--- config.mk ---
export PLATFORM = sky130hd
export DESIGN_NAME = aec_ctrl
export DESIGN_NICKNAME = d
export VERILOG_FILES = /design/src/hdl/aec_pkg.sv /design/src/hdl/aec_ctrl.sv
export SDC_FILE = /design/constraint.sdc
export NUM_CORES = 1
export LEC_CHECK = 0
export CORE_AREA = 3 3 55 57
export CTS_CLUSTER_DIAMETER = 60
export DETAILED_ROUTE_END_ITERATION = 12
export DIE_AREA = 0 0 58 60
export DONT_BUFFER_PORTS = 1
export PLACE_DENSITY = 0.41
export SLEW_MARGIN = 20
export SYNTH_ARGS = -nofsm -noshare
export SYNTH_HDL_FRONTEND = slang
export SYNTH_SLANG_ARGS = --single-unit
--- constraint.sdc ---
create_clock -name clk -period 3.3 [get_ports clk]
set_clock_uncertainty 0.2 [all_clocks]
set_input_delay 0.33 -clock clk [delete_from_list [all_inputs] [get_ports clk]]
set_output_delay 0.33 -clock clk [all_outputs]
set_load 0.05 [all_outputs]
--- src/hdl/aec_pkg.sv ---
// Shared types, constants and AES round functions for the packet cipher.
// Used by aec_kexp, aec_dp, aec_ctrl and the top level; depends on nothing.
`timescale 1ns / 1ps
package aec_pkg;

  // configuration register indexes
  localparam logic [2:0] REG_KEY_W0     = 3'd0;
  localparam logic [2:0] REG_KEY_W1     = 3'd1;
  localparam logic [2:0] REG_KEY_W2     = 3'd2;
  localparam logic [2:0] REG_KEY_W3     = 3'd3;
  localparam logic [2:0] REG_KEY_SIZE   = 3'd4;
  localparam logic [2:0] REG_CHAIN_MODE = 3'd5;
  localparam logic [2:0] REG_IV_HIGH    = 3'd6;
  localparam logic [2:0] REG_IV_LOW     = 3'd7;

  localparam logic [1:0] KEY_SIZE_128 = 2'd0;
  localparam logic [1:0] KEY_SIZE_192 = 2'd1;

  localparam logic OP_ENCRYPT = 1'b0;
  localparam logic OP_DECRYPT = 1'b1;

  localparam int RK_ENTRIES = 30;

  // controller to datapath
  typedef struct packed {
    logic       accept;     // input beat taken this cycle
    logic       exp_start;  // start round key expansion
    logic       round_en;   // perform one round step
    logic       first;      // step is the initial key add
    logic       last;       // step is the final round
    logic [3:0] rk_round;   // round key to fetch for the next cycle
  } aec_cmd_t;

  // datapath to controller
  typedef struct packed {
    logic       keys_ready;
    logic       exp_done;
    logic [3:0] num_rounds;
  } aec_sts_t;

  localparam logic [7:0] SBOX [256] = '{
    8'h63,8'h7c,8'h77,8'h7b,8'hf2,8'h6b,8'h6f,8'hc5,8'h30,8'h01,8'h67,8'h2b,8'hfe,8'hd7,8'hab,8'h76,
    8'hca,8'h82,8'hc9,8'h7d,8'hfa,8'h59,8'h47,8'hf0,8'had,8'hd4,8'ha2,8'haf,8'h9c,8'ha4,8'h72,8'hc0,
    8'hb7,8'hfd,8'h93,8'h26,8'h36,8'h3f,8'hf7,8'hcc,8'h34,8'ha5,8'he5,8'hf1,8'h71,8'hd8,8'h31,8'h15,
    8'h04,8'hc7,8'h23,8'hc3,8'h18,8'h96,8'h05,8'h9a,8'h07,8'h12,8'h80,8'he2,8'heb,8'h27,8'hb2,8'h75,
    8'h09,8'h83,8'h2c,8'h1a,8'h1b,8'h6e,8'h5a,8'ha0,8'h52,8'h3b,8'hd6,8'hb3,8'h29,8'he3,8'h2f,8'h84,
    8'h53,8'hd1,8'h00,8'hed,8'h20,8'hfc,8'hb1,8'h5b,8'h6a,8'hcb,8'hbe,8'h39,8'h4a,8'h4c,8'h58,8'hcf,
    8'hd0,8'hef,8'haa,8'hfb,8'h43,8'h4d,8'h33,8'h85,8'h45,8'hf9,8'h02,8'h7f,8'h50,8'h3c,8'h9f,8'ha8,
    8'h51,8'ha3,8'h40,8'h8f,8'h92,8'h9d,8'h38,8'hf5,8'hbc,8'hb6,8'hda,8'h21,8'h10,8'hff,8'hf3,8'hd2,
    8'hcd,8'h0c,8'h13,8'hec,8'h5f,8'h97,8'h44,8'h17,8'hc4,8'ha7,8'h7e,8'h3d,8'h64,8'h5d,8'h19,8'h73,
    8'h60,8'h81,8'h4f,8'hdc,8'h22,8'h2a,8'h90,8'h88,8'h46,8'hee,8'hb8,8'h14,8'hde,8'h5e,8'h0b,8'hdb,
    8'he0,8'h32,8'h3a,8'h0a,8'h49,8'h06,8'h24,8'h5c,8'hc2,8'hd3,8'hac,8'h62,8'h91,8'h95,8'he4,8'h79,
    8'he7,8'hc8,8'h37,8'h6d,8'h8d,8'hd5,8'h4e,8'ha9,8'h6c,8'h56,8'hf4,8'hea,8'h65,8'h7a,8'hae,8'h08,
    8'hba,8'h78,8'h25,8'h2e,8'h1c,8'ha6,8'hb4,8'hc6,8'he8,8'hdd,8'h74,8'h1f,8'h4b,8'hbd,8'h8b,8'h8a,
    8'h70,8'h3e,8'hb5,8'h66,8'h48,8'h03,8'hf6,8'h0e,8'h61,8'h35,8'h57,8'hb9,8'h86,8'hc1,8'h1d,8'h9e,
    8'he1,8'hf8,8'h98,8'h11,8'h69,8'hd9,8'h8e,8'h94,8'h9b,8'h1e,8'h87,8'he9,8'hce,8'h55,8'h28,8'hdf,
    8'h8c,8'ha1,8'h89,8'h0d,8'hbf,8'he6,8'h42,8'h68,8'h41,8'h99,8'h2d,8'h0f,8'hb0,8'h54,8'hbb,8'h16
  };

  localparam logic [7:0] INV_SBOX [256] = '{
    8'h52,8'h09,8'h6a,8'hd5,8'h30,8'h36,8'ha5,8'h38,8'hbf,8'h40,8'ha3,8'h9e,8'h81,8'hf3,8'hd7,8'hfb,
    8'h7c,8'he3,8'h39,8'h82,8'h9b,8'h2f,8'hff,8'h87,8'h34,8'h8e,8'h43,8'h44,8'hc4,8'hde,8'he9,8'hcb,
    8'h54,8'h7b,8'h94,8'h32,8'ha6,8'hc2,8'h23,8'h3d,8'hee,8'h4c,8'h95,8'h0b,8'h42,8'hfa,8'hc3,8'h4e,
    8'h08,8'h2e,8'ha1,8'h66,8'h28,8'hd9,8'h24,8'hb2,8'h76,8'h5b,8'ha2,8'h49,8'h6d,8'h8b,8'hd1,8'h25,
    8'h72,8'hf8,8'hf6,8'h64,8'h86,8'h68,8'h98,8'h16,8'hd4,8'ha4,8'h5c,8'hcc,8'h5d,8'h65,8'hb6,8'h92,
    8'h6c,8'h70,8'h48,8'h50,8'hfd,8'hed,8'hb9,8'hda,8'h5e,8'h15,8'h46,8'h57,8'ha7,8'h8d,8'h9d,8'h84,
    8'h90,8'hd8,8'hab,8'h00,8'h8c,8'hbc,8'hd3,8'h0a,8'hf7,8'he4,8'h58,8'h05,8'hb8,8'hb3,8'h45,8'h06,
    8'hd0,8'h2c,8'h1e,8'h8f,8'hca,8'h3f,8'h0f,8'h02,8'hc1,8'haf,8'hbd,8'h03,8'h01,8'h13,8'h8a,8'h6b,
    8'h3a,8'h91,8'h11,8'h41,8'h4f,8'h67,8'hdc,8'hea,8'h97,8'hf2,8'hcf,8'hce,8'hf0,8'hb4,8'he6,8'h73,
    8'h96,8'hac,8'h74,8'h22,8'he7,8'had,8'h35,8'h85,8'he2,8'hf9,8'h37,8'he8,8'h1c,8'h75,8'hdf,8'h6e,
    8'h47,8'hf1,8'h1a,8'h71,8'h1d,8'h29,8'hc5,8'h89,8'h6f,8'hb7,8'h62,8'h0e,8'haa,8'h18,8'hbe,8'h1b,
    8'hfc,8'h56,8'h3e,8'h4b,8'hc6,8'hd2,8'h79,8'h20,8'h9a,8'hdb,8'hc0,8'hfe,8'h78,8'hcd,8'h5a,8'hf4,
    8'h1f,8'hdd,8'ha8,8'h33,8'h88,8'h07,8'hc7,8'h31,8'hb1,8'h12,8'h10,8'h59,8'h27,8'h80,8'hec,8'h5f,
    8'h60,8'h51,8'h7f,8'ha9,8'h19,8'hb5,8'h4a,8'h0d,8'h2d,8'he5,8'h7a,8'h9f,8'h93,8'hc9,8'h9c,8'hef,
    8'ha0,8'he0,8'h3b,8'h4d,8'hae,8'h2a,8'hf5,8'hb0,8'hc8,8'heb,8'hbb,8'h3c,8'h83,8'h53,8'h99,8'h61,
    8'h17,8'h2b,8'h04,8'h7e,8'hba,8'h77,8'hd6,8'h26,8'he1,8'h69,8'h14,8'h63,8'h55,8'h21,8'h0c,8'h7d
  };

  // multiply by x in GF(2^8)
  function automatic logic [7:0] xt(input logic [7:0] a);
    xt = {a[6:0], 1'b0} ^ (a[7] ? 8'h1b : 8'h00);
  endfunction

  function automatic logic [31:0] sub_word(input logic [31:0] w);
    sub_word = {SBOX[w[31:24]], SBOX[w[23:16]], SBOX[w[15:8]], SBOX[w[7:0]]};
  endfunction

  // byte n of the state sits at bits 127-8n down
  function automatic logic [127:0] sub_bytes(input logic [127:0] s, input logic inv);
    logic [127:0] t;
    for (int n = 0; n < 16; n++) begin
      t[127-8*n -: 8] = inv ? INV_SBOX[s[127-8*n -: 8]] : SBOX[s[127-8*n -: 8]];
    end
    sub_bytes = t;
  endfunction

  function automatic logic [127:0] shift_rows(input logic [127:0] s, input logic inv);
    logic [127:0] t;
    int src;
    for (int c = 0; c < 4; c++) begin
      for (int r = 0; r < 4; r++) begin
        src = inv ? ((c + 4 - r) & 3) : ((c + r) & 3);
        t[127-8*(4*c+r) -: 8] = s[127-8*(4*src+r) -: 8];
      end
    end
    shift_rows = t;
  endfunction

  function automatic logic [127:0] mix_columns(input logic [127:0] s, input logic inv);
    logic [127:0] t;
    logic [7:0] a [4];
    logic [7:0] a2 [4];
    logic [7:0] a4 [4];
    logic [7:0] a8 [4];
    logic [7:0] m2 [4];
    logic [7:0] m3 [4];
    logic [7:0] m9 [4];
    logic [7:0] mb [4];
    logic [7:0] md [4];
    logic [7:0] me [4];
    for (int c = 0; c < 4; c++) begin
      for (int k = 0; k < 4; k++) begin
        a[k]  = s[127-8*(4*c+k) -: 8];
        a2[k] = xt(a[k]);
        a4[k] = xt(a2[k]);
        a8[k] = xt(a4[k]);
        m2[k] = a2[k];
        m3[k] = a2[k] ^ a[k];
        m9[k] = a8[k] ^ a[k];
        mb[k] = a8[k] ^ a2[k] ^ a[k];
        md[k] = a8[k] ^ a4[k] ^ a[k];
        me[k] = a8[k] ^ a4[k] ^ a2[k];
      end
      if (inv) begin
        t[127-8*(4*c+0) -: 8] = me[0] ^ mb[1] ^ md[2] ^ m9[3];
        t[127-8*(4*c+1) -: 8] = m9[0] ^ me[1] ^ mb[2] ^ md[3];
        t[127-8*(4*c+2) -: 8] = md[0] ^ m9[1] ^ me[2] ^ mb[3];
        t[127-8*(4*c+3) -: 8] = mb[0] ^ md[1] ^ m9[2] ^ me[3];
      end else begin
        t[127-8*(4*c+0) -: 8] = m2[0] ^ m3[1] ^ a[2] ^ a[3];
        t[127-8*(4*c+1) -: 8] = a[0] ^ m2[1] ^ m3[2] ^ a[3];
        t[127-8*(4*c+2) -: 8] = a[0] ^ a[1] ^ m2[2] ^ m3[3];
        t[127-8*(4*c+3) -: 8] = m3[0] ^ a[1] ^ a[2] ^ m2[3];
      end
    end
    mix_columns = t;
  endfunction

endpackage

--- src/hdl/aec_ctrl.sv ---
// Controller: accepts beats, sequences key expansion and the AES rounds,
// owns the output valid flag. Depends on aec_pkg.
`timescale 1ns / 1ps
module aec_ctrl (
  input  logic              clk,
  input  logic              rst_n,
  input  logic              in_tvalid,
  output logic              in_tready,
  input  logic              in_operation,
  output logic              out_tvalid,
  input  logic              out_tready,
  input  aec_pkg::aec_sts_t sts,
  output aec_pkg::aec_cmd_t cmd
);

  typedef enum logic [3:0] {
    ST_IDLE   = 4'b0001,
    ST_EXPAND = 4'b0010,
    ST_KEYRD  = 4'b0100,
    ST_ROUND  = 4'b1000
  } state_t;

  state_t     state_r, state_nxt;
  logic [3:0] step_r, step_nxt;
  logic       op_r;
  logic       out_valid_r, out_valid_nxt;
  logic       accept;
  logic       out_free;
  logic       last;
  logic       round_en;

  assign in_tready = (state_r == ST_IDLE);
  assign accept    = in_tvalid && in_tready;
  assign out_free  = !out_valid_r || out_tready;
  assign last      = (step_r == sts.num_rounds);
  // the final round waits for room in the output register
  assign round_en  = (state_r == ST_ROUND) && (!last || out_free);

  always_comb begin
    state_nxt     = state_r;
    step_nxt      = step_r;
    out_valid_nxt = out_valid_r && !out_tready;
    unique case (state_r)
      ST_IDLE: begin
        if (accept) begin
          state_nxt = sts.keys_ready ? ST_KEYRD : ST_EXPAND;
          step_nxt  = 4'd0;
        end
      end
      ST_EXPAND: begin
        if (sts.exp_done) begin
          state_nxt = ST_KEYRD;
        end
      end
      ST_KEYRD: state_nxt = ST_ROUND;
      ST_ROUND: begin
        if (round_en) begin
          if (last) begin
            state_nxt     = ST_IDLE;
            out_valid_nxt = 1'b1;
          end else begin
            step_nxt = step_r + 4'd1;
          end
        end
      end
      default: state_nxt = ST_IDLE;
    endcase
  end

  always_ff @(posedge clk) begin
    if (!rst_n) begin
      state_r     <= ST_IDLE;
      step_r      <= 4'd0;
      op_r        <= aec_pkg::OP_ENCRYPT;
      out_valid_r <= 1'b0;
    end else begin
      state_r     <= state_nxt;
      step_r      <= step_nxt;
      out_valid_r <= out_valid_nxt;
      if (accept) begin
        op_r <= in_operation;
      end
    end
  end

  assign out_tvalid    = out_valid_r;
  assign cmd.accept    = accept;
  assign cmd.exp_start = accept && !sts.keys_ready;
  assign cmd.round_en  = round_en;
  assign cmd.first     = (step_r == 4'd0);
  assign cmd.last      = last;
  // fetch the key of the step that runs next cycle
  assign cmd.rk_round  = (op_r == aec_pkg::OP_DECRYPT) ? (sts.num_rounds - step_nxt) : step_nxt;

endmodule

# --- Word-level counts from Yosys, hierarchy flattened ---
# Index checks and enable logic that the tools add are counted.
word_totals:
  ff_bits: 10
  in_bits: 11
  output_inout_bits: 11
  wordCells: 41
classes:
  addsub: 2
  eq_ne: 9
  mux: 14
  reduce_logical: 12
op_table:
  columns: ["operator", "count"]
  rows:
  - ["$mux 4", 8]
  - ["$pmux 4 s4", 1]
  - ["$pmux 4 s2", 1]
  - ["$ne 2x2->1 const B", 3]
  - ["$add 4x1->4 const B", 1]
  - ["$eq 4x1->1 const B", 1]
  - ["$eq 4x2->1 const B", 1]
  - ["$eq 4x3->1 const B", 1]
  - ["$eq 4x4->1", 1]
  - ["$eq 4x4->1 const B", 1]
  - ["$logic_and 1x1->1", 4]
  - ["$logic_not 1->1", 4]
  - ["$logic_not 4->1", 1]
  - ["$reduce_and 4->1", 1]
  - ["$sub 4x4->4", 1]
  - ["$mux 1", 3]
  - ["$mux 3", 1]
  - ["$logic_or 1x1->1", 2]
  - ["$ne 2x1->1 const B", 1]

# --- Depth between registers and ports, before layout ---
# Gate-level depths: netlist of run 1.
depth:
  depth_word: 8
  depth_mapped: 13
  mapped_depth_nobuf: 12

# --- Least setup slack after synthesis of run 1 ---
# OpenSTA, ideal clock, no wires.
synth_timing:
  path_type: "flip-flop to output port"
  from: "reg state_r[1]"
  to: "out cmd[3] in the netlist's numbering"
  t_arrival_ps: 3832
  required_time_ps: 2770
  path_slack_ps: -1062
  path_stages_with_launch: 12
  path_buffers: 1
  cell_sequence: "dfxtp_1 buf_2 nor4b_2 a21o_1 o21ai_2 a32oi_1 ha_1 nor2b_1 o21ai_0 nor3b_1 o21ai_0 xnor2_1"
synth_rtl:
  columns: ["element", "line", "text"]
  rows:
  - ["from (decl)", "aec_ctrl.sv:23", "state_t state_r, state_nxt;"]
  - ["from (signal assigned)", "aec_ctrl.sv:77", "state_r <= state_nxt;"]
  - ["to (decl)", "aec_ctrl.sv:13", "output aec_pkg::aec_cmd_t cmd"]

==> results of run 1 <==
==> what timing repair did <==
item | 4_1_cts | 5_1_grt
gates resized for setup | 8 | 3
hold buffers | 1 | 0
setup buffers | 1 | 0
hold endpoints to repair | 9 | 0
endpoints found under the setup margin | 3 | 3
pin swaps | 7 | 2
==> power by group through the flow <==
| stage | registers (W) | logic (W) | clock network [W] |
|---|---|---|---|
| after floorplan | 0.000154 | 0.000199 | 0 |
| after global placement | 0.000147 | 0.000275 | 0 |
| after detailed placement | 0.000147 | 0.000275 | 0 |
| after CTS | 0.000144 | 0.000286 | 0.000117 |
| after global routing | 0.000148 | 0.000307 | 0.000123 |
| final | 0.000144 | 0.000284 | 0.000112 |
==> critical path, stage by stage (launching register included) <==
cell and delay (ns):
dfxtp_2 0.33, xor2_1 0.15, or4_4 0.59, o21ai_4 0.17
a21oi_2 0.08, inv_1 0.06, ha_2 0.18, inv_2 0.04
fa_2 0.52, inv_2 0.03, mux2i_2 0.20, buf_12 0.17
==> cell families (layout without fill, tap and decap cells) <==
| group | Yosys count | after routing |
|---|---|---|
| adder cells (fa/ha/maj) | 6 | 6 |
| buffers and inverters | 18 | 36 |
| AND/OR/NAND/NOR | 34 | 34 |
| XOR/XNOR | 7 | 7 |
| AO/OA/AOI/OAI | 22 | 22 |
| multiplexers | 3 | 3 |
| flip-flops | 10 | 10 |
==> cells in the final DEF, fill, tap and decap left out, types with 2 or more instances in the layout <==
cell	netlist	layout
nor2b_1	6	6
o21ai_0	4	2
clkbuf_4	0	3
inv_1	9	7
dfxtp_1	10	8
nand2_1	8	8
o211ai_1	2	2
o21ai_1	1	2
mux2i_2	0	2
buf_4	3	18
nand3_1	2	2
buf_12	0	3
nor2_1	5	5
dfxtp_2	0	2
a21boi_0	2	2
xor2_1	5	5
nor3_1	2	2
nand2b_1	2	2
a21oi_1	4	3
nor3b_2	0	2
ha_1	5	3
inv_2	1	3
==> metal layers <==
layer | routed length, um | global-route usage | vias up
met5 | 0 | 0 | -
met2 | 813 | 0.179 | 17
met3 | 124 | 0.0475 | 0
met1 | 961 | 0.174 | 326
met4 | 0 | 0.0199 | 0
li1 | - | - | 379
==> cells in the mapped netlist, drive strengths merged (3+ instances only) <==
library cell  number
a21oi              4
buf                7
dfxtp             10
ha                 5
inv               10
mux2i              3
nand2              8
nor2               5
nor2b              6
nor4b              3
o21ai              6
xor2               5
==> registers in the layout, summed over array words and instances (netlist names) <==
| name | count |
|---|---|
| state_r | 4 |
| op_r | 1 |
| out_tvalid | 1 |
| step_r | 4 |
==> how the worst min path moves through the flow <==
stage,from,to,slack (ns),depth (start not counted)
detailed placement,rst_n,state_r[0],0.24,1
CTS,in_operation,op_r,0.002,2
global route,rst_n,op_r,0.005,1
floorplan,in_operation,op_r,0.27,2
global placement,rst_n,state_r[0],0.24,1
finish,in_operation,op_r,0.006,2
==> per-stage QoR <==
stage	cell area, um^2	setup WS (ns)	TNS (ns)	total power [W]	hold slack, ns
after floorplan	876	-0.188	-0.244	0.000353	0.275
after global placement	1060	0.0711	0	0.000422	0.240
after detailed placement	1060	0.0663	0	0.000421	0.244
after CTS	1140	-0.0358	-0.0732	0.000547	0.00174
after global routing	1140	-0.161	-0.366	0.000577	0.00519
final	1140	-0.0166	-0.0317	0.000540	0.00649
==> final cells by class <==
type / instances / area share
Multi-Input combinational cell: 72 / 0.546
Clock buffer: 4 / 0.0317
Tap cell: 30 / 0.0328
Sequential cell: 10 / 0.177
Inverter: 10 / 0.0328
Timing Repair Buffer: 22 / 0.179
==> results.json, run 1 <==
{
  "outcome": "finished, violations left",
  "violations": "setup timing",
  "clockPowerShare": 0.208,
  "p_leak_nw": 0.510,
  "die_x_um": 58,
  "yosys.area_share.simple": 0.252,
  "syn-num-nets": 117,
  "synthDistinctLibCells": 39,
  "synth_xor_area_frac": 0.0744,
  "grt_usage": 0.123,
  "synth_ff_type": "dfxtp_1",
  "r2r_cells": 7,
  "fillerInstances": 260,
  "fin_util": 0.454,
  "ant_nets": 0,
  "drt_iter0_drc": 14,
  "synth_top_cell_by_area": "dfxtp_1",
  "drcViolationCount": 0,
  "synth_cells": 100,
  "rsz0062_at_grt": "yes",
  "powerDensity_nw_per_um2": 472,
  "num_rows": 18,
  "post-route-min-period_ns": 3.32,
  "finalNonFillerCells": 148,
  "clock.fmax_mhz": 302,
  "synth_top_area_frac": 0.243,
  "clk_pin_slew_ns": 0.07,
  "grt_start_max_net_pins": 10,
  "syn_area_um2": 825,
  "synth_top_family_by_area": "simple AND/OR/NAND/NOR gates",
  "dieArea_um2": 3480,
  "antenna_found_initial": 0,
  "vias": 722,
  "grt_pass1_vias": 717,
  "routed_wl_um": 1900,
  "vias_per_cell": 4.88,
  "clk_latency_ns": 0.26,
  "min_period_over_period": 1.01,
  "ioPinCount": 22,
  "io_buffers": 0,
  "comb_power_share": 0.526,
  "synthMuxAreaShare": 0.0364,
  "multi_input_area_um2": 626,
  "hold_viol_final": 0,
  "cts_buffers": 3,
  "clock_path_buffers": 2,
  "pwr-share-seq": 0.267,
  "layout-drive-gt1-share": 0.398,
  "swShare": 0.422,
  "grt_pass1_wl_um": 3250,
  "htree_levels": 1,
  "switchingPower_w": 0.000228,
  "ir_drop_mv": 0.255,
  "die-height_um": 60,
  "synthAdderAreaFrac": 0.100,
  "start_kind": "register",
  "crit_start": "step_r[1]",
  "cp.required_ns": 2.77,
  "maxSlewHeadroom": 0.444,
  "dp.cells": 142,
  "synthArstFlopShare": 0,
  "first_pass_iters": 2,
  "synth_compound_area_frac": 0.188,
  "hpwlAfterDp_um": 1550,
  "cts_tree": "built",
  "seq_area_um2": 203,
  "setup_viol": 2,
  "worst_r2r_endpoint": "step_r[3]",
  "grt_overflow_total": 0,
  "ys_warn_count": 0,
  "synth_area_per_cell_um2": 8.25,
  "finalWorstSetupSlack_ns": -0.0166,
  "synth_sequential_area_ratio": 0.243,
  "worst_pin_slew_ns": 0.830,
  "r2r_slack_ns": 1.20,
  "synth_edf_count": 0,
  "holdCritPathClass": "primary input to register",
  "antennaDiodeCount": 0,
  "crit_end": "cmd[1]",
  "core-area_um2": 2520,
  "cts.sinks": 10,
  "max_cap_viol_count": 0,
  "p_int_w": 0.000312,
  "syn_to_final_growth_pct": 38.8,
  "final_nets": 136,
  "slew_violations": 0,
  "cp_max_fo": 6,
  "worst-setup-path-type": "register to output pin",
  "endpoint_kind": "output pin",
  "synth_area_leaders": "dfxtp_1 (24%), ha_1 (7.6%), xor2_1 (5.3%)",
  "gp_congestion": 0.748,
  "start_util": 0.327,
  "route.detailed.wl_per_inst_um": 12.8,
  "clockRootBuffer": "clkbuf_4",
  "timing.rr.start": "state_r[1]",
  "cp_data_arrival_time_ns": 2.79,
  "synth_seq_cells": 10
}
Note: power is estimated with default switching activity, not from simulation.
==> run 2, diff against run 1 <==
--- a/config.mk
+++ b/config.mk
@@ -5,12 +5,14 @@
 export SDC_FILE = /design/constraint.sdc
 export NUM_CORES = 1
 export LEC_CHECK = 0
+export CAP_MARGIN = 20
 export CORE_AREA = 3 3 55 57
 export CTS_CLUSTER_DIAMETER = 60
 export DETAILED_ROUTE_END_ITERATION = 12
 export DIE_AREA = 0 0 58 60
 export DONT_BUFFER_PORTS = 1
 export PLACE_DENSITY = 0.41
+export SETUP_SLACK_MARGIN = 0.2
 export SLEW_MARGIN = 20
 export SYNTH_ARGS = -nofsm -noshare
 export SYNTH_HDL_FRONTEND = slang
==> run 2 against run 1 <==
  * The flow still finishes with violations (setup timing)
  * Clock power is essentially flat
  * Maximum frequency shrank 0.44%
  * Combinational power is essentially flat
  * Critical path depth is the same
  * Cell count is the same
  * Largest power group unchanged
  * Worst setup slack lost 0.015 ns
  * Global-route usage grew 0.27 points
  * Flip-flop and latch count is the same
  * Wire length grew 4.3%
  * Sequential share of layout area shrank 0.15 points
==> results.json, run 2 (synthesis results as in run 1) <==
{
  "outcome": "finished, violations left",
  "violations": "setup timing",
  "endpoint_kind": "output pin",
  "min_to": "op_r",
  "clk_pin_slew_ns": 0.06,
  "first_pass_iters": 4,
  "clock_path_buffers": 2,
  "final_nets": 136,
  "cts_buffers": 3,
  "ioPinCount": 22,
  "clock.fmax_mhz": 300,
  "r2r_cells": 7,
  "grt_pass1_wl_um": 3300,
  "grt_start_max_net_pins": 9,
  "grt_pass1_vias": 709,
  "cp_max_fo": 7,
  "ir_drop_mv": 0.303,
  "min-delay-start": "in_operation",
  "io_buffers": 0,
  "dieArea_um2": 3480,
  "cpLargestDelayFamily": "adder cells",
  "route.detailed.wl_per_inst_um": 13.4,
  "clk_latency_ns": 0.27,
  "rsz0062_at_grt": "yes",
  "htree_levels": 1,
  "layout_commonest_cell": "buf_4",
  "fin_area_um2": 1150,
  "ant_nets": 0,
  "drcViolationCount": 0,
  "die-height_um": 60,
  "reg_top3": "state_r: 4 flops, step_r: 4 flops",
  "post-route-min-period_ns": 3.33,
  "num_rows": 18,
  "worst_r2r_endpoint": "op_r",
  "start_kind": "register",
  "drt_iter0_drc": 6,
  "gp_congestion": 0.748,
  "hpwlAfterDp_um": 1530,
  "grt_overflow_total": 0,
  "cts.sinks": 10,
  "core-area_um2": 2520,
  "mostFrequentLayoutCells": "buf_4 (17), nand2_1 (8), dfxtp_1 (8)",
  "antennaDiodeCount": 0,
  "p_leak_nw": 0.515,
  "timing.rr.start": "state_r[1]",
  "path_cells": "xor2_1 > or4_4 > o21ai_4 > a21oi_2 > inv_1 > ha_2 > inv_2 > fa_2 > inv_2 > mux2i_4 > buf_12",
  "die_x_um": 58,
  "start_util": 0.327,
  "finalWorstSetupSlack_ns": -0.0311,
  "layout-drive-gt1-share": 0.398,
  "hold_viol_final": 0,
  "worst_pin_slew_ns": 0.863,
  "whs_path_depth": 2,
  "slew_violations": 0,
  "max_cap_viol_count": 0,
  "min_period_over_period": 1.01,
  "vias": 721,
  "holdCritPathClass": "primary input to register",
  "fillerInstances": 266,
  "placed_area_um2": 1040,
  "routed_wl_um": 1980,
  "antenna_found_initial": 0,
  "cts_tree": "built",
  "cp.required_ns": 2.77,
  "r2r_slack_ns": 1.19,
  "crit_path_max_incr_delay_ns": 0.60,
  "setup_viol": 3,
  "cpMaxStageDelayCell": "or4_4",
  "vias_per_cell": 4.87,
  "seq_area_um2": 203,
  "crit_buf_inv": 4,
  "multi_input_area_um2": 633,
  "crit_top_cell": "inv_2",
  "clockRootBuffer": "clkbuf_4",
  "powerDensity_nw_per_um2": 475,
  "worst-setup-path-type": "register to output pin",
  "finalNonFillerCells": 148,
  "syn_to_final_growth_pct": 40.1,
  "grt_usage": 0.126,
  "maxSlewHeadroom": 0.422,
  "dp.cells": 140,
  "cp_data_arrival_time_ns": 2.80
}
run 2: repair_timing:
item	in CTS	in global routing
hold buffers	1	1
endpoints found under the hold margin	7	3
pin swaps	8	3
resized for setup	8	5
setup buffers	1	1
endpoints found under the setup margin	3	3
run 2: routing by layer:
layer,routed length (um),track usage,share of wire,up-vias
met5,0,0,0,-
met4,0,0.0199,0,0
met3,137,0.0562,0.069,0
met2,851,0.195,0.43,18
met1,991,0.164,0.50,326
li1,-,-,-,377
run 2: area by class of cell:
cell class,instances,area share
multi-input cells,72,0.548
repair buffers,22,0.180
flip-flops and latches,10,0.176
inverters,10,0.0325
well taps,30,0.0325
clock buffers,4,0.0314
run 2: worst max-delay path by stage:
stage	end	start	cells past startpoint
after floorplan	cmd[3]	state_r[1]	11
after global placement	cmd[3]	step_r[1]	11
after detailed placement	cmd[3]	step_r[1]	11
after CTS	cmd[3]	step_r[2]	11
after global routing	cmd[3]	step_r[2]	11
final	cmd[1]	step_r[2]	11
run 2: worst reg2reg max path, cell delays in order, from the launching register on:
cell      delay [ns]
dfxtp_1         0.32
buf_4           0.17
nor4b_4         0.29
buf_4           0.25
nand2_1         0.17
inv_1           0.38
nand2_1         0.10
a21boi_0        0.15
run 2: where the power goes:
| part | leakage, nW | internal, W | switching, W |
|---|---|---|---|
| clock | 0.0210 | 0.0000670 | 0.0000456 |
| combinational | 0.412 | 0.000113 | 0.000172 |
| sequential | 0.0823 | 0.000135 | 0.0000164 |
| total | 0.515 | 0.000315 | 0.000234 |
run 2: metrics by stage:
step / hold WS, ns / util / worst slack (ns) / total power [W] / setup TNS [ns]
floorplan: 0.275 / - / -0.129 / 0.000356 / -0.136
global placement: 0.229 / 0.413 / 0.0501 / 0.000417 / 0
detailed placement: 0.237 / 0.413 / 0.0534 / 0.000417 / 0
CTS: 0.00232 / 0.443 / -0.0418 / 0.000544 / -0.0702
global route: 0.0241 / 0.458 / -0.204 / 0.000586 / -0.504
finish: 0.0153 / 0.458 / -0.0311 / 0.000549 / -0.0768
==> run 3, diff against run 2 <==
--- a/config.mk
+++ b/config.mk
@@ -6,13 +6,12 @@
 export NUM_CORES = 1
 export LEC_CHECK = 0
 export CAP_MARGIN = 20
-export CORE_AREA = 3 3 55 57
+export CORE_AREA = 2 2 54 56
 export CTS_CLUSTER_DIAMETER = 60
 export DETAILED_ROUTE_END_ITERATION = 12
-export DIE_AREA = 0 0 58 60
+export DIE_AREA = 0 0 56 58
 export DONT_BUFFER_PORTS = 1
 export PLACE_DENSITY = 0.41
-export SETUP_SLACK_MARGIN = 0.2
 export SLEW_MARGIN = 20
 export SYNTH_ARGS = -nofsm -noshare
 export SYNTH_HDL_FRONTEND = slang
==> run 3 against run 2 <==
  * The flow still finishes with violations (setup timing)
  * Wire length grew 0.20%
  * Maximum frequency is 1.1% lower
  * Global-route usage grew 1.4 points
  * Sequential power is essentially flat
  * Highest routed layer is now met4
==> results.json, run 3 (synthesis results as in run 1) <==
{
  "post-place-ws_ns": 0.0554,
  "grt_overflow_total": 0,
  "outcome": "finished, violations left",
  "endpoint_kind": "output pin",
  "clk_pin_slew_ns": 0.07,
  "r2r_cells": 13,
  "gp_congestion": 0.796,
  "antennaDiodeCount": 0,
  "first_pass_iters": 4,
  "cts.sinks": 10,
  "post-route-min-period_ns": 3.37,
  "min_to": "op_r",
  "grt_usage": 0.140,
  "finalPower_w": 0.000547,
  "cp_max_fo": 7,
  "clock_path_buffers": 2,
  "holdCritPathClass": "primary input to register",
  "ant_nets": 0,
  "cp.required_ns": 2.77,
  "grt_pass1_vias": 747,
  "num_rows": 19,
  "die-height_um": 58,
  "rsz0062_at_grt": "yes",
  "layout_commonest_cell": "buf_4",
  "clock.fmax_mhz": 297,
  "cts_tree": "built",
  "powerDensity_nw_per_um2": 453,
  "worst-setup-path-type": "register to output pin",
  "mostFrequentLayoutCells": "buf_4 (24), nand2_1 (8), inv_1 (7), dfxtp_1 (7), nor2b_1 (6)",
  "timing.rr.start": "step_r[1]",
  "hold_viol_final": 0,
  "drt_iter0_drc": 13,
  "min-delay-start": "rst_n",
  "maxSlewHeadroom": 0.431,
  "route.detailed.wl_per_inst_um": 12.8,
  "r2r_slack_ns": 0.69,
  "worst_r2r_endpoint": "step_r[3]",
  "grt_pass1_wl_um": 3500,
  "setup_viol": 2,
  "dieArea_um2": 3250,
  "io_buffers": 0,
  "grt_start_max_net_pins": 10,
  "layout-drive-gt1-share": 0.460,
  "htree_levels": 1,
  "antenna_found_initial": 0,
  "p_leak_nw": 0.556,
  "vias": 743,
  "clockRootBuffer": "clkbuf_4",
  "ioPinCount": 22,
  "start_kind": "register",
  "drcViolationCount": 0,
  "ir_drop_mv": 0.280,
  "vias_per_cell": 4.79,
  "worst_pin_slew_ns": 0.849,
  "final_nets": 142,
  "start_util": 0.310,
  "cts_buffers": 3,
  "die_x_um": 56,
  "whs_path_depth": 1,
  "routed_wl_um": 1980,
  "core-area_um2": 2660,
  "violations": "setup timing",
  "reg_top3": "state_r: 4 flops, step_r: 4 flops",
  "max_cap_viol_count": 0,
  "cp_data_arrival_time_ns": 2.84,
  "clk_latency_ns": 0.27,
  "min_period_over_period": 1.02,
  "hpwlAfterDp_um": 1480,
  "finalWorstSetupSlack_ns": -0.0696,
  "slew_violations": 0,
  "syn_to_final_growth_pct": 46.6
}
-- run 3: cell count changes in the layout (fill, tap and decap cells not counted) --
cell           previous run  this run
ha_1                      4         3
a21boi_0                  1         2
ha_4                      0         1
dfxtp_2                   2         3
dfxtp_1                   8         7
nor3_2                    0         1
a21boi_1                  1         0
mux2i_2                   1         2
nor3_1                    2         1
dlygate4sd3_1             2         1
mux2i_4                   1         0
buf_4                    17        24
-- run 3: report_power, final --
group	internal, W	switching (W)	total [W]
Clock	0.0000670	0.0000456	0.000113
Combinational	0.000114	0.000172	0.000285
Sequential	0.000134	0.0000149	0.000149
-- run 3: worst max-delay path by stage --
stage	start	depth (start not counted)	endpoint	slack, ns
2_1_floorplan	state_r[1]	11	cmd[3]	-0.19
3_3_place_gp	sts[1]	13	cmd[3]	0.09
3_5_place_dp	sts[1]	11	cmd[3]	0.06
4_1_cts	step_r[2]	11	cmd[3]	-0.03
5_1_grt	step_r[1]	11	cmd[3]	-0.21
6_report	step_r[1]	11	cmd[1]	-0.07
-- run 3: critical path, stage by stage, from the launching register on --
cell and delay, ns:
dfxtp_2 0.32, xor2_1 0.15, or4_4 0.60, o21ai_4 0.18, a21oi_2 0.09, inv_1 0.07
ha_2 0.19, inv_2 0.04, fa_2 0.52, inv_2 0.03, mux2i_2 0.20, buf_12 0.17
-- run 3: through the flow --
stage               TNS [ns]  hold WS [ns]  instances  instance area, um^2  utilization
finish               -0.0924        0.0186        155                 1210        0.454
CTS                  -0.0491       0.00699        155                 1190        0.447
global placement           0         0.226        142                 1050        0.394
floorplan             -0.244         0.275        100                  876            -
global route          -0.543       0.00333        155                 1210        0.454
detailed placement         0         0.235        142                 1050        0.394
-- run 3: cell type report --
class                           instances  area (um^2)
Tap cell                               31         38.8
Multi-Input combinational cell         72          642
Clock buffer                            4         36.3
Sequential cell                        10          204
Timing Repair Buffer                   28          250
Inverter                               10         37.5
Fill cell                             261         1450
-- run 3: timing repair --
action,4_1_cts,5_1_grt
setup endpoints to repair,3,3
pin swaps,6,3
setup buffers,8,0
hold buffers,1,0
hold endpoints to repair,9,0
resized for setup,9,6
-- run 3: routing by layer --
metal / vias to the layer above / part of all wire / GRT usage
li1: 391 / - / -
met1: 334 / 0.48 / 0.169
met2: 16 / 0.46 / 0.235
met3: 2 / 0.046 / 0.0558
met4: 0 / 0.0081 / 0.0306
met5: - / 0 / 0
